[src/thl_pkg.sv]
// Constants, calibration tables and table lookups for the linearizer.
package thl_pkg;

  localparam int ADC_WIDTH_DEF = 12;
  localparam int TAB_W         = 12;
  localparam int RES_W         = 11;

  localparam int TP_POINTS = 83;
  localparam int HM_ROWS   = 11;
  localparam int HM_COLS   = 9;

  localparam logic [TAB_W-1:0] TP_HOT = 12'd3363;
  localparam logic signed [RES_W-1:0] TEMP_SAT = -11'sd200;
  localparam logic [6:0] HUM_CAP = 7'd98;
  localparam logic [6:0] HUM_BASE = 7'd90;

  // Row select: floor(t / 50) = (t * 41) >> 11 for 0 <= t < 500.
  localparam logic [18:0] ROW_RECIP = 19'd41;
  localparam int ROW_SHIFT = 11;
  // Blend divide: floor(x / 50) = (x * 335545) >> 24 for x < 2^18.
  localparam logic [18:0] DIV50_RECIP = 19'd335545;
  localparam int DIV50_SHIFT = 24;

  localparam logic [TAB_W-1:0] TP_TAB [0:TP_POINTS-1] = '{
    12'd3363, 12'd3329, 12'd3293, 12'd3257, 12'd3220, 12'd3182, 12'd3144, 12'd3104,
    12'd3063, 12'd3022, 12'd2980, 12'd2936, 12'd2893, 12'd2848, 12'd2803, 12'd2757,
    12'd2711, 12'd2664, 12'd2617, 12'd2569, 12'd2521, 12'd2473, 12'd2424, 12'd2376,
    12'd2327, 12'd2278, 12'd2229, 12'd2180, 12'd2131, 12'd2083, 12'd2037, 12'd1986,
    12'd1938, 12'd1891, 12'd1844, 12'd1797, 12'd1751, 12'd1706, 12'd1661, 12'd1617,
    12'd1573, 12'd1530, 12'd1487, 12'd1446, 12'd1405, 12'd1365, 12'd1326, 12'd1287,
    12'd1249, 12'd1213, 12'd1176, 12'd1141, 12'd1107, 12'd1073, 12'd1040, 12'd1008,
    12'd977,  12'd947,  12'd918,  12'd889,  12'd861,  12'd834,  12'd808,  12'd782,
    12'd757,  12'd733,  12'd710,  12'd687,  12'd665,  12'd644,  12'd621,  12'd603,
    12'd584,  12'd565,  12'd547,  12'd529,  12'd512,  12'd496,  12'd480,  12'd464,
    12'd449,  12'd435,  12'd421
  };

  localparam logic [TAB_W-1:0] HM_TAB [0:HM_ROWS*HM_COLS-1] = '{
    12'd3771, 12'd3485, 12'd2779, 12'd1753, 12'd774,  12'd262,  12'd45,  12'd8,   12'd3,
    12'd3839, 12'd3571, 12'd2952, 12'd1938, 12'd964,  12'd354,  12'd61,  12'd12,  12'd5,
    12'd3886, 12'd3653, 12'd3118, 12'd2170, 12'd1186, 12'd496,  12'd90,  12'd14,  12'd6,
    12'd3920, 12'd3726, 12'd3273, 12'd2429, 12'd1412, 12'd616,  12'd119, 12'd19,  12'd8,
    12'd3954, 12'd3793, 12'd3387, 12'd2659, 12'd1645, 12'd757,  12'd153, 12'd29,  12'd11,
    12'd3979, 12'd3843, 12'd3466, 12'd2807, 12'd1890, 12'd936,  12'd209, 12'd41,  12'd15,
    12'd3998, 12'd3886, 12'd3563, 12'd2952, 12'd1973, 12'd993,  12'd218, 12'd49,  12'd19,
    12'd4020, 12'd3918, 12'd3638, 12'd3088, 12'd2150, 12'd1107, 12'd284, 12'd63,  12'd26,
    12'd4036, 12'd3946, 12'd3716, 12'd3239, 12'd2354, 12'd1284, 12'd359, 12'd79,  12'd35,
    12'd4043, 12'd3966, 12'd3782, 12'd3360, 12'd2551, 12'd1528, 12'd433, 12'd107, 12'd47,
    12'd4050, 12'd3983, 12'd3821, 12'd3475, 12'd2740, 12'd1698, 12'd534, 12'd129, 12'd65
  };

  // Points past the end of the curve read as zero, the virtual cold-side point.
  function automatic logic [TAB_W-1:0] tp_entry(input logic [6:0] idx);
    if (idx < 7'(TP_POINTS)) begin
      return TP_TAB[idx];
    end
    return '0;
  endfunction

  function automatic logic [TAB_W-1:0] hm_entry(input logic [3:0] row, input logic [3:0] col);
    logic [6:0] idx;
    idx = ({3'b000, row} << 3) + {3'b000, row} + {3'b000, col};
    if (idx < 7'(HM_ROWS * HM_COLS)) begin
      return HM_TAB[idx];
    end
    return '0;
  endfunction

endpackage

[src/thl_in_if.sv]
// Sample channel: valid/ready handshake carrying one tagged converter sample.
interface thl_in_if #(
  parameter int AW = thl_pkg::ADC_WIDTH_DEF
);
  logic          valid;
  logic          ready;
  logic          req_type;
  logic [AW-1:0] adc_sample;

  modport source (output valid, output req_type, output adc_sample, input ready);
  modport sink   (input valid, input req_type, input adc_sample, output ready);
endinterface

// Result channel: valid/ready handshake carrying one linearized value.
interface thl_out_if;
  logic                            valid;
  logic                            ready;
  logic                            result_kind;
  logic signed [thl_pkg::RES_W-1:0] result_value;

  modport source (output valid, output result_kind, output result_value, input ready);
  modport sink   (input valid, input result_kind, input result_value, output ready);
endinterface

[src/thl_div.sv]
// Restoring divider, one quotient bit per cycle; a zero divisor gives zero.
module thl_div #(
  parameter int NW = thl_pkg::ADC_WIDTH_DEF + 4,
  parameter int DW = thl_pkg::TAB_W
) (
  input  logic          clk,
  input  logic          rst_n,
  input  logic          start,
  input  logic [NW-1:0] num,
  input  logic [DW-1:0] den,
  output logic          done,
  output logic [NW-1:0] quot
);

  localparam int CW = $clog2(NW);

  logic          busy_r, busy_nxt;
  logic          done_r, done_nxt;
  logic [CW-1:0] cnt_r, cnt_nxt;
  logic [DW-1:0] rem_r, rem_nxt;
  logic [NW-1:0] quo_r, quo_nxt;
  logic [DW-1:0] den_r, den_nxt;
  logic [DW:0]   trial;
  logic [DW:0]   diff;
  logic          ge;

  assign trial = {rem_r, quo_r[NW-1]};
  assign diff  = trial - {1'b0, den_r};
  assign ge    = (trial >= {1'b0, den_r});

  always_comb begin
    busy_nxt = busy_r;
    done_nxt = 1'b0;
    cnt_nxt  = cnt_r;
    rem_nxt  = rem_r;
    quo_nxt  = quo_r;
    den_nxt  = den_r;
    if (start) begin
      busy_nxt = 1'b1;
      cnt_nxt  = '0;
      rem_nxt  = '0;
      quo_nxt  = num;
      den_nxt  = den;
    end else if (busy_r) begin
      rem_nxt = ge ? diff[DW-1:0] : trial[DW-1:0];
      quo_nxt = {quo_r[NW-2:0], ge};
      cnt_nxt = cnt_r + CW'(1);
      if (cnt_r == CW'(NW - 1)) begin
        busy_nxt = 1'b0;
        done_nxt = 1'b1;
      end
    end
  end

  always_ff @(posedge clk) begin
    if (!rst_n) begin
      busy_r <= 1'b0;
      done_r <= 1'b0;
    end else begin
      busy_r <= busy_nxt;
      done_r <= done_nxt;
    end
    cnt_r <= cnt_nxt;
    rem_r <= rem_nxt;
    quo_r <= quo_nxt;
    den_r <= den_nxt;
  end

  assign done = done_r;
  assign quot = (den_r == '0) ? '0 : quo_r;

endmodule

[src/thermistor_humidity_linearizer.sv]
// Thermistor and humidity linearizer: sequencer, shared multiplier and divider.
// A temperature item, once accepted, goes through a scan of the 83-point curve at one point
// per cycle, then, unless it saturates, ADC_WIDTH + 4 divider iterations.
// A humidity item goes through a row select, then up to eleven column blends on the shared
// multiplier, each through S_HM1, S_HM2 and S_HM3, then the same divider; a stalled result holds the block.
// One item is in work at a time; synchronous active-low reset clears the stored temperature.
module thermistor_humidity_linearizer #(
  parameter int ADC_WIDTH = thl_pkg::ADC_WIDTH_DEF
) (
  input  logic      clk,
  input  logic      rst_n,
  thl_in_if.sink    in_ch,
  thl_out_if.source out_ch
);
  import thl_pkg::*;

  localparam int AW = ADC_WIDTH;
  localparam int NW = ADC_WIDTH + 4;

  localparam logic [3:0] S_IDLE  = 4'd0;
  localparam logic [3:0] S_TSCAN = 4'd1;
  localparam logic [3:0] S_TDIV  = 4'd2;
  localparam logic [3:0] S_HROW  = 4'd3;
  localparam logic [3:0] S_HREM  = 4'd4;
  localparam logic [3:0] S_HM1   = 4'd5;
  localparam logic [3:0] S_HM2   = 4'd6;
  localparam logic [3:0] S_HM3   = 4'd7;
  localparam logic [3:0] S_HDIV  = 4'd8;
  localparam logic [3:0] S_DONE  = 4'd9;

  localparam logic [1:0] PH_C8   = 2'd0;
  localparam logic [1:0] PH_C7   = 2'd1;
  localparam logic [1:0] PH_SCAN = 2'd2;

  localparam logic [3:0] COL_LAST = 4'(HM_COLS - 1);
  localparam logic [3:0] ROW_LAST = 4'(HM_ROWS - 1);

  function automatic logic [NW-1:0] times10(input logic [AW-1:0] x);
    logic [NW-1:0] w;
    w = NW'(x);
    return (w << 3) + (w << 1);
  endfunction

  logic [3:0]             state_r, state_nxt;
  logic                   kind_r, kind_nxt;
  logic [AW-1:0]          s_r, s_nxt;
  logic [6:0]             idx_r, idx_nxt;
  logic [3:0]             row_r, row_nxt;
  logic [5:0]             brem_r, brem_nxt;
  logic [3:0]             col_r, col_nxt;
  logic [1:0]             phase_r, phase_nxt;
  logic [TAB_W-1:0]       c8_r, c8_nxt;
  logic [TAB_W-1:0]       prev_r, prev_nxt;
  logic                   below_r, below_nxt;
  logic signed [RES_W-1:0] res_r, res_nxt;
  logic signed [RES_W-1:0] last_temp_r, last_temp_nxt;
  logic                   out_valid_r, out_valid_nxt;
  logic                   out_kind_r, out_kind_nxt;
  logic signed [RES_W-1:0] out_value_r, out_value_nxt;
  logic [36:0]            mul_r;

  logic [17:0]            mul_a;
  logic [18:0]            mul_b;
  logic                   div_start;
  logic [NW-1:0]          div_num;
  logic [TAB_W-1:0]       div_den;
  logic                   div_done;
  logic [NW-1:0]          div_quot;

  logic [TAB_W-1:0]       tp_cur, tp_prev, hi, lo, cur;
  logic [3:0]             row_hi;
  logic [8:0]             row_x50;
  logic signed [RES_W-1:0] idx_s, temp_val;
  logic [6:0]             col_x10, hum_base, hum_val;
  logic [NW:0]            hum_sum;

  thl_div #(.NW(NW), .DW(TAB_W)) u_div (
    .clk   (clk),
    .rst_n (rst_n),
    .start (div_start),
    .num   (div_num),
    .den   (div_den),
    .done  (div_done),
    .quot  (div_quot)
  );

  assign tp_cur  = tp_entry(idx_r);
  assign tp_prev = tp_entry(idx_r - 7'd1);
  assign hi      = hm_entry(row_r, col_r);
  assign lo      = hm_entry(row_r - 4'd1, col_r);
  assign cur     = hi - mul_r[DIV50_SHIFT +: TAB_W];

  assign row_hi  = mul_r[ROW_SHIFT +: 4] + 4'd1;
  assign row_x50 = (9'(row_hi) << 5) + (9'(row_hi) << 4) + (9'(row_hi) << 1);

  // Temperature: quotient plus ten times the signed distance from the zero-degree point.
  assign idx_s    = $signed(11'(idx_r)) - 11'sd21;
  assign temp_val = (idx_s <<< 3) + (idx_s <<< 1) + $signed(11'(div_quot[3:0]));

  assign col_x10  = (7'(col_r) << 3) + (7'(col_r) << 1);
  assign hum_base = HUM_BASE - col_x10;
  assign hum_sum  = (NW+1)'(div_quot) + (NW+1)'(hum_base);

  always_comb begin
    if (below_r) begin
      hum_val = (div_quot <= NW'(10)) ? 7'(4'd10 - div_quot[3:0]) : 7'd0;
    end else begin
      hum_val = (hum_sum > (NW+1)'(HUM_CAP)) ? HUM_CAP : hum_sum[6:0];
    end
  end

  assign in_ch.ready         = (state_r == S_IDLE);
  assign out_ch.valid        = out_valid_r;
  assign out_ch.result_kind  = out_kind_r;
  assign out_ch.result_value = out_value_r;

  always_comb begin
    state_nxt     = state_r;
    kind_nxt      = kind_r;
    s_nxt         = s_r;
    idx_nxt       = idx_r;
    row_nxt       = row_r;
    brem_nxt      = brem_r;
    col_nxt       = col_r;
    phase_nxt     = phase_r;
    c8_nxt        = c8_r;
    prev_nxt      = prev_r;
    below_nxt     = below_r;
    res_nxt       = res_r;
    last_temp_nxt = last_temp_r;
    out_valid_nxt = out_valid_r;
    out_kind_nxt  = out_kind_r;
    out_value_nxt = out_value_r;
    mul_a         = '0;
    mul_b         = '0;
    div_start     = 1'b0;
    div_num       = '0;
    div_den       = '0;

    if (out_valid_r && out_ch.ready) begin
      out_valid_nxt = 1'b0;
    end

    case (state_r)
      S_IDLE: begin
        if (in_ch.valid) begin
          kind_nxt  = in_ch.req_type;
          s_nxt     = in_ch.adc_sample;
          idx_nxt   = 7'd1;
          state_nxt = in_ch.req_type ? S_HROW : S_TSCAN;
        end
      end
      S_TSCAN: begin
        if (idx_r != 7'(TP_POINTS) && AW'(tp_cur) >= s_r) begin
          idx_nxt = idx_r + 7'd1;
        end else if (s_r > AW'(TP_HOT)) begin
          res_nxt       = TEMP_SAT;
          last_temp_nxt = TEMP_SAT;
          state_nxt     = S_DONE;
        end else begin
          div_start = 1'b1;
          div_num   = times10(AW'(tp_prev) - s_r);
          div_den   = tp_prev - tp_cur;
          state_nxt = S_TDIV;
        end
      end
      S_TDIV: begin
        if (div_done) begin
          res_nxt       = temp_val;
          last_temp_nxt = temp_val;
          state_nxt     = S_DONE;
        end
      end
      S_HROW: begin
        mul_a     = 18'(last_temp_r[8:0]);
        mul_b     = ROW_RECIP;
        col_nxt   = COL_LAST;
        phase_nxt = PH_C8;
        // Outside the table the blend degenerates to the first or last row exactly.
        if (last_temp_r <= 11'sd0) begin
          row_nxt   = 4'd1;
          brem_nxt  = 6'd50;
          state_nxt = S_HM1;
        end else if (last_temp_r >= 11'sd500) begin
          row_nxt   = ROW_LAST;
          brem_nxt  = 6'd0;
          state_nxt = S_HM1;
        end else begin
          state_nxt = S_HREM;
        end
      end
      S_HREM: begin
        row_nxt   = row_hi;
        brem_nxt  = 6'(row_x50 - last_temp_r[8:0]);
        state_nxt = S_HM1;
      end
      S_HM1: begin
        mul_a     = 18'(hi - lo);
        mul_b     = 19'(brem_r);
        state_nxt = S_HM2;
      end
      S_HM2: begin
        mul_a     = mul_r[17:0];
        mul_b     = DIV50_RECIP;
        state_nxt = S_HM3;
      end
      S_HM3: begin
        case (phase_r)
          PH_C8: begin
            c8_nxt    = cur;
            col_nxt   = COL_LAST - 4'd1;
            phase_nxt = PH_C7;
            state_nxt = S_HM1;
          end
          PH_C7: begin
            if (s_r < AW'(c8_r)) begin
              div_start = 1'b1;
              div_num   = times10(AW'(c8_r) - s_r);
              div_den   = cur - c8_r;
              below_nxt = 1'b1;
              state_nxt = S_HDIV;
            end else begin
              col_nxt   = 4'd0;
              phase_nxt = PH_SCAN;
              state_nxt = S_HM1;
            end
          end
          default: begin
            // Walk the blended curve from the top; the sample is at or above its last point.
            if (col_r == 4'd0) begin
              prev_nxt  = cur;
              col_nxt   = 4'd1;
              state_nxt = S_HM1;
            end else if (s_r >= AW'(cur)) begin
              div_start = 1'b1;
              div_num   = times10(s_r - AW'(cur));
              div_den   = prev_r - cur;
              below_nxt = 1'b0;
              state_nxt = S_HDIV;
            end else begin
              prev_nxt  = cur;
              col_nxt   = col_r + 4'd1;
              state_nxt = S_HM1;
            end
          end
        endcase
      end
      S_HDIV: begin
        if (div_done) begin
          res_nxt   = $signed(11'(hum_val));
          state_nxt = S_DONE;
        end
      end
      S_DONE: begin
        if (!out_valid_r || out_ch.ready) begin
          out_valid_nxt = 1'b1;
          out_kind_nxt  = kind_r;
          out_value_nxt = res_r;
          state_nxt     = S_IDLE;
        end
      end
      default: begin
        state_nxt = S_IDLE;
      end
    endcase
  end

  always_ff @(posedge clk) begin
    if (!rst_n) begin
      state_r     <= S_IDLE;
      out_valid_r <= 1'b0;
      last_temp_r <= '0;
    end else begin
      state_r     <= state_nxt;
      out_valid_r <= out_valid_nxt;
      last_temp_r <= last_temp_nxt;
    end
    kind_r      <= kind_nxt;
    s_r         <= s_nxt;
    idx_r       <= idx_nxt;
    row_r       <= row_nxt;
    brem_r      <= brem_nxt;
    col_r       <= col_nxt;
    phase_r     <= phase_nxt;
    c8_r        <= c8_nxt;
    prev_r      <= prev_nxt;
    below_r     <= below_nxt;
    res_r       <= res_nxt;
    out_kind_r  <= out_kind_nxt;
    out_value_r <= out_value_nxt;
    mul_r       <= mul_a * mul_b;
  end

endmodule

[src/flat_wrapper.sv]
// flat-port wrapper written by rule: the top's interface ports become plain ports
module thermistor_humidity_linearizer_flat import thl_pkg::*;
#(
  parameter int ADC_WIDTH = thl_pkg::ADC_WIDTH_DEF
)
  (clk, rst_n, in_ch_valid, in_ch_req_type, in_ch_adc_sample, in_ch_ready, out_ch_valid, out_ch_result_kind, out_ch_result_value, out_ch_ready);
  thl_in_if in_ch_i ();
  thl_out_if out_ch_i ();
  input  logic clk;
  input  logic rst_n;
  input wire logic [$bits(in_ch_i.valid)-1:0] in_ch_valid;
  input wire logic [$bits(in_ch_i.req_type)-1:0] in_ch_req_type;
  input wire logic [$bits(in_ch_i.adc_sample)-1:0] in_ch_adc_sample;
  output wire logic [$bits(in_ch_i.ready)-1:0] in_ch_ready;
  output wire logic [$bits(out_ch_i.valid)-1:0] out_ch_valid;
  output wire logic [$bits(out_ch_i.result_kind)-1:0] out_ch_result_kind;
  output wire logic [$bits(out_ch_i.result_value)-1:0] out_ch_result_value;
  input wire logic [$bits(out_ch_i.ready)-1:0] out_ch_ready;
  assign in_ch_i.valid = in_ch_valid;
  assign in_ch_i.req_type = in_ch_req_type;
  assign in_ch_i.adc_sample = in_ch_adc_sample;
  assign in_ch_ready = in_ch_i.ready;
  assign out_ch_valid = out_ch_i.valid;
  assign out_ch_result_kind = out_ch_i.result_kind;
  assign out_ch_result_value = out_ch_i.result_value;
  assign out_ch_i.ready = out_ch_ready;
  thermistor_humidity_linearizer #(.ADC_WIDTH(ADC_WIDTH)) u_core (.clk(clk), .rst_n(rst_n), .in_ch(in_ch_i), .out_ch(out_ch_i));
endmodule
[config.mk]
export PLATFORM = sky130hd
export DESIGN_NAME = thermistor_humidity_linearizer_flat
export DESIGN_NICKNAME = d
export VERILOG_FILES = /design/src/thl_pkg.sv /design/src/thl_in_if.sv /design/src/thl_div.sv /design/src/thermistor_humidity_linearizer.sv /design/src/flat_wrapper.sv
export SDC_FILE = /design/constraint.sdc
export NUM_CORES = 2
export LEC_CHECK = 0
export ABC_AREA = 1
export CAP_MARGIN = 20
export CORE_AREA = 8 8 250 252
export DETAILED_ROUTE_END_ITERATION = 16
export DIE_AREA = 0 0 258 260
export DONT_BUFFER_PORTS = 1
export PLACE_DENSITY = 0.66
export SETUP_SLACK_MARGIN = 0.15
export SYNTH_ARGS = -nofsm -noshare
export SYNTH_HDL_FRONTEND = slang
export SYNTH_HIERARCHICAL = 1
export SYNTH_SLANG_ARGS = --single-unit
[constraint.sdc]
create_clock -name clk -period 9.8 [get_ports clk]
set_input_delay 0.98 -clock clk [delete_from_list [all_inputs] [get_ports clk]]
set_output_delay 0.98 -clock clk [all_outputs]
set_load 0.1 [all_outputs]
==> impl_metrics.csv <==
group,metric,value,unit
status,outcome,"finished, final reports clean",
yosys,synth_area_leaders,"ha_1 17%, fa_1 12%, edfxtp_1 11%, inv_1 9.9%, nand2_1 9.3%",
die,start_util,0.504,
worst_hold_path,hold_end,"u_core/out_ch.result_value[0]$_DFFE_PP_",
timing,layout_min_cycle_time,9.69,ns
yosys,syn_avg_cell_area,7.02,sq um
die,dieArea,67100,sq um
global_route,grt_pass1_vias,28900,
routing,dr.first_iter.drc_count,2645,
yosys,synth_top_area_frac,0.173,
yosys,synth_edf_count,112,
cells_and_area,diodes,0,
worst_hold_path,hp-class,"reg2reg",
clock_network,cts_tree,"done",
worst_setup_path,timing.reg2reg.setup_slack,0.11,ns
cells_and_area,fillCellCount,5576,
yosys,synth_flop_cell,"edfxtp_1",
worst_setup_path,cp.arrival,10.03,ns
clock_network,cts_sinks,176,
timing,timing.fmax,103,MHz
place,hpwl,83000,microns
routing,drt_wl_total,103000,microns
run,cap_violations,0,
die,chipWidth,258,microns
yosys,ys_ff_latch,176,
timing,setup_viol,0,
die,rows,89,
timing,hold_ws,0.423,ns
cells_and_area,area_delta_synth_final,19.5,%
routing,wl_per_cell,19.4,microns
clock_network,root_buffer,"clkbuf_16",
global_route,grt_pass1_wl,158000,microns
clock_network,cts_max_level,4,
timing,tightestPinTransition,1.11,ns
die,io_pins,31,
timing,fin_crit_sh,0.989,
timing,hold_viol,0,
timing,timing.slew.headroom,0.261,
worst_setup_path,path_max_fanout,8,
global_route,grt_max_degree,38,
worst_setup_path,start_kind,"flip-flop",
yosys,synthArstFlopShare,0,
clock_network,cts_buffer_depth,2,
global_route,grt_overflow,0,
yosys,synth_largest_area_cell,"ha_1",
yosys,synth_nets,4803,
worst_setup_path,end_kind,"flip-flop",
yosys,synth_area,29500,sq um
worst_setup_path,crit_path_frequent_cell,"fa_1",
place,gp_routability_congestion,0.970,
worst_setup_path,crit_type,"reg2reg",
die,core_area,58500,sq um
worst_setup_path,worstPathRequired,10.14,ns
routing,drcViolationCount,0,
routing,vias_per_cell,5.66,
worst_setup_path,r2r-start,"u_core/row_r[0]$_DFFE_PP_",
cells_and_area,layout.nets,5144,
worst_setup_path,reg2reg_depth,49,
routing,num_vias,30200,
timing,timing.final.max_slew_violations,0,
yosys,yosysSeqAreaShare,0.157,
worst_setup_path,cp_slowest_cell,"fa_2",
clock_network,cts_hold_buffers,0,
worst_setup_path,reg2reg_to,"u_core/mul_r[35]$_DFF_P_",
worst_hold_path,hp-start,"u_core/res_r[0]$_DFFE_PP_",
die,fp.dieH,260,microns
clock_network,cts_inserted_buffers,17,
clock_network,clkTransAtPathRegs,0.07,ns
yosys,synthCells,4200,
place,io_buffers,0,
cells_and_area,layout-drive-gt1-share,0.168,
worst_hold_path,hold_path_depth,0,
global_route,grt_use_total,0.295,
routing,firstDrtPassIters,8,
timing,fin_skew,0.00989,ns
yosys,yosysWarnings,6,
worst_setup_path,slowest_delay,0.63,ns
global_route,antenna_found_initial,3,
yosys,ys_types,74,
timing,rsz0062_at_grt,"true",
routing,drtAntennaViolNets,0,
clock_network,clk_latency,0.46,ns
kinds of logic (layout without fill, tap and decap cells):
family | after synthesis | in the layout | synth area share
other | 1 | 1 | 0.000127
buffers and inverters | 913 | 1267 | 0.118
adder cells (fa/ha/maj) | 586 | 586 | 0.294
AO/OA/AOI/OAI | 879 | 879 | 0.172
flip-flops | 176 | 176 | 0.157
XOR/XNOR | 132 | 132 | 0.0414
AND/OR/NAND/NOR | 1513 | 1513 | 0.216
synthesized netlist by cell type (12+ instances only):
master     number
inv_1         777
nand2_1       732
nor2_1        420
ha_1          407
a21oi_1       292
o21ai_0       290
fa_1          179
nand3_1       178
edfxtp_1      112
xor2_1         77
dfxtp_1        64
clkbuf_1       62
nor3_1         57
xnor2_1        51
o211ai_1       45
a31oi_1        44
nand4_1        39
o22ai_1        34
buf_2          27
o21ai_1        26
inv_2          18
o221ai_1       18
o31ai_1        17
a211oi_1       16
buf_1          15
nand3b_1       14
o2111ai_1      13
o311ai_0       13
nor4_1         12
routing by layer:
| layer | wire length (microns) | GRT usage | vias up |
|---|---|---|---|
| met2 | 46100 | 0.475 | 1327 |
| met4 | 3630 | 0.100 | 0 |
| li1 | - | - | 14500 |
| met1 | 44500 | 0.402 | 14100 |
| met5 | 0 | 0 | - |
| met3 | 8810 | 0.0469 | 246 |
placed cells by master, fill, tap and decap left out, drive strengths merged, types with 12 or more instances in the layout:
cell | synthesis | routed
a211oi | 16 | 16
a21oi | 294 | 294
a31oi | 44 | 44
buf | 47 | 427
clkbuf | 62 | 24
clkinv | 8 | 13
dfxtp | 64 | 64
edfxtp | 112 | 112
fa | 179 | 179
ha | 407 | 407
inv | 796 | 802
nand2 | 740 | 740
nand3 | 184 | 184
nand3b | 14 | 14
nand4 | 39 | 39
nor2 | 431 | 431
nor3 | 58 | 58
nor4 | 12 | 12
o2111ai | 13 | 13
o211ai | 46 | 46
o21ai | 317 | 317
o221ai | 18 | 18
o22ai | 34 | 34
o311ai | 13 | 13
o31ai | 17 | 17
or2 | 25 | 25
xnor2 | 52 | 52
xor2 | 80 | 80
critical path, delay by kind of cell (launching register included):
family | cells | cell delay [ns]
xor+xnor | 1 | 0.15
compound gates | 9 | 1.38
fa+ha+maj | 12 | 4.72
simple gates | 16 | 1.71
buf+inv | 11 | 1.16
flops | 1 | 0.44
registers in the layout (all words and copies together) (netlist names), 6 cells and up:
| signal | cells |
|---|---|
| u_core/prev_r | 12 |
| u_core/c8_r | 12 |
| u_core/out_ch.result_value | 11 |
| u_core/u_div/quo_r | 16 |
| u_core/brem_r | 6 |
| u_core/idx_r | 7 |
| u_core/u_div/rem_r | 12 |
| u_core/mul_r | 30 |
| u_core/s_r | 12 |
| u_core/res_r | 11 |
| u_core/last_temp_r | 11 |
| u_core/u_div/den_r | 12 |
layout make-up:
class	instances	area [sq um]	area share
clock buffers	21	492	0.0140
clock inverters	11	91.3	0.00259
inverters	804	3040	0.0863
multi-input cells	3111	22500	0.638
flip-flops and latches	176	4640	0.132
well taps	773	967	0.0275
repair buffers	431	3540	0.100
how the worst max path moves through the flow:
stage	from	end	slack, ns
2_1_floorplan	u_core/row_r[0]$_DFFE_PP_	u_core/mul_r[32]$_DFF_P_	0.26
3_3_place_gp	u_core/row_r[1]$_DFFE_PP_	u_core/mul_r[32]$_DFF_P_	-0.14
3_5_place_dp	u_core/row_r[0]$_DFFE_PP_	u_core/mul_r[32]$_DFF_P_	-0.42
4_1_cts	u_core/row_r[0]$_DFFE_PP_	u_core/mul_r[32]$_DFF_P_	0.13
5_1_grt	u_core/row_r[0]$_DFFE_PP_	u_core/mul_r[31]$_DFF_P_	-0.28
6_report	u_core/row_r[0]$_DFFE_PP_	u_core/mul_r[35]$_DFF_P_	0.11
timing repair:
| action | 4_1_cts | 5_1_grt |
|---|---|---|
| pin swaps | 79 | 126 |
| setup endpoints to repair | 14 | 18 |
| gates cloned | 1 | 4 |
| setup buffers | 31 | 28 |
| gates resized for setup | 125 | 222 |
per-stage QoR:
stage	area, sq um	setup slack (ns)	util	cells	TNS [ns]
final	35200	0.107	0.603	5327	0
after global routing	35200	-0.284	0.603	5327	-2.78
after CTS	34100	0.135	0.584	5295	0
after detailed placement	32900	-0.418	0.562	5231	-2.82
after global placement	32900	-0.141	0.562	5231	-0.640
after floorplan	29500	0.263	-	4200	0
Power is not shown: default switching activity piles up to over one toggle a cycle in this logic, so the estimate is an artifact.
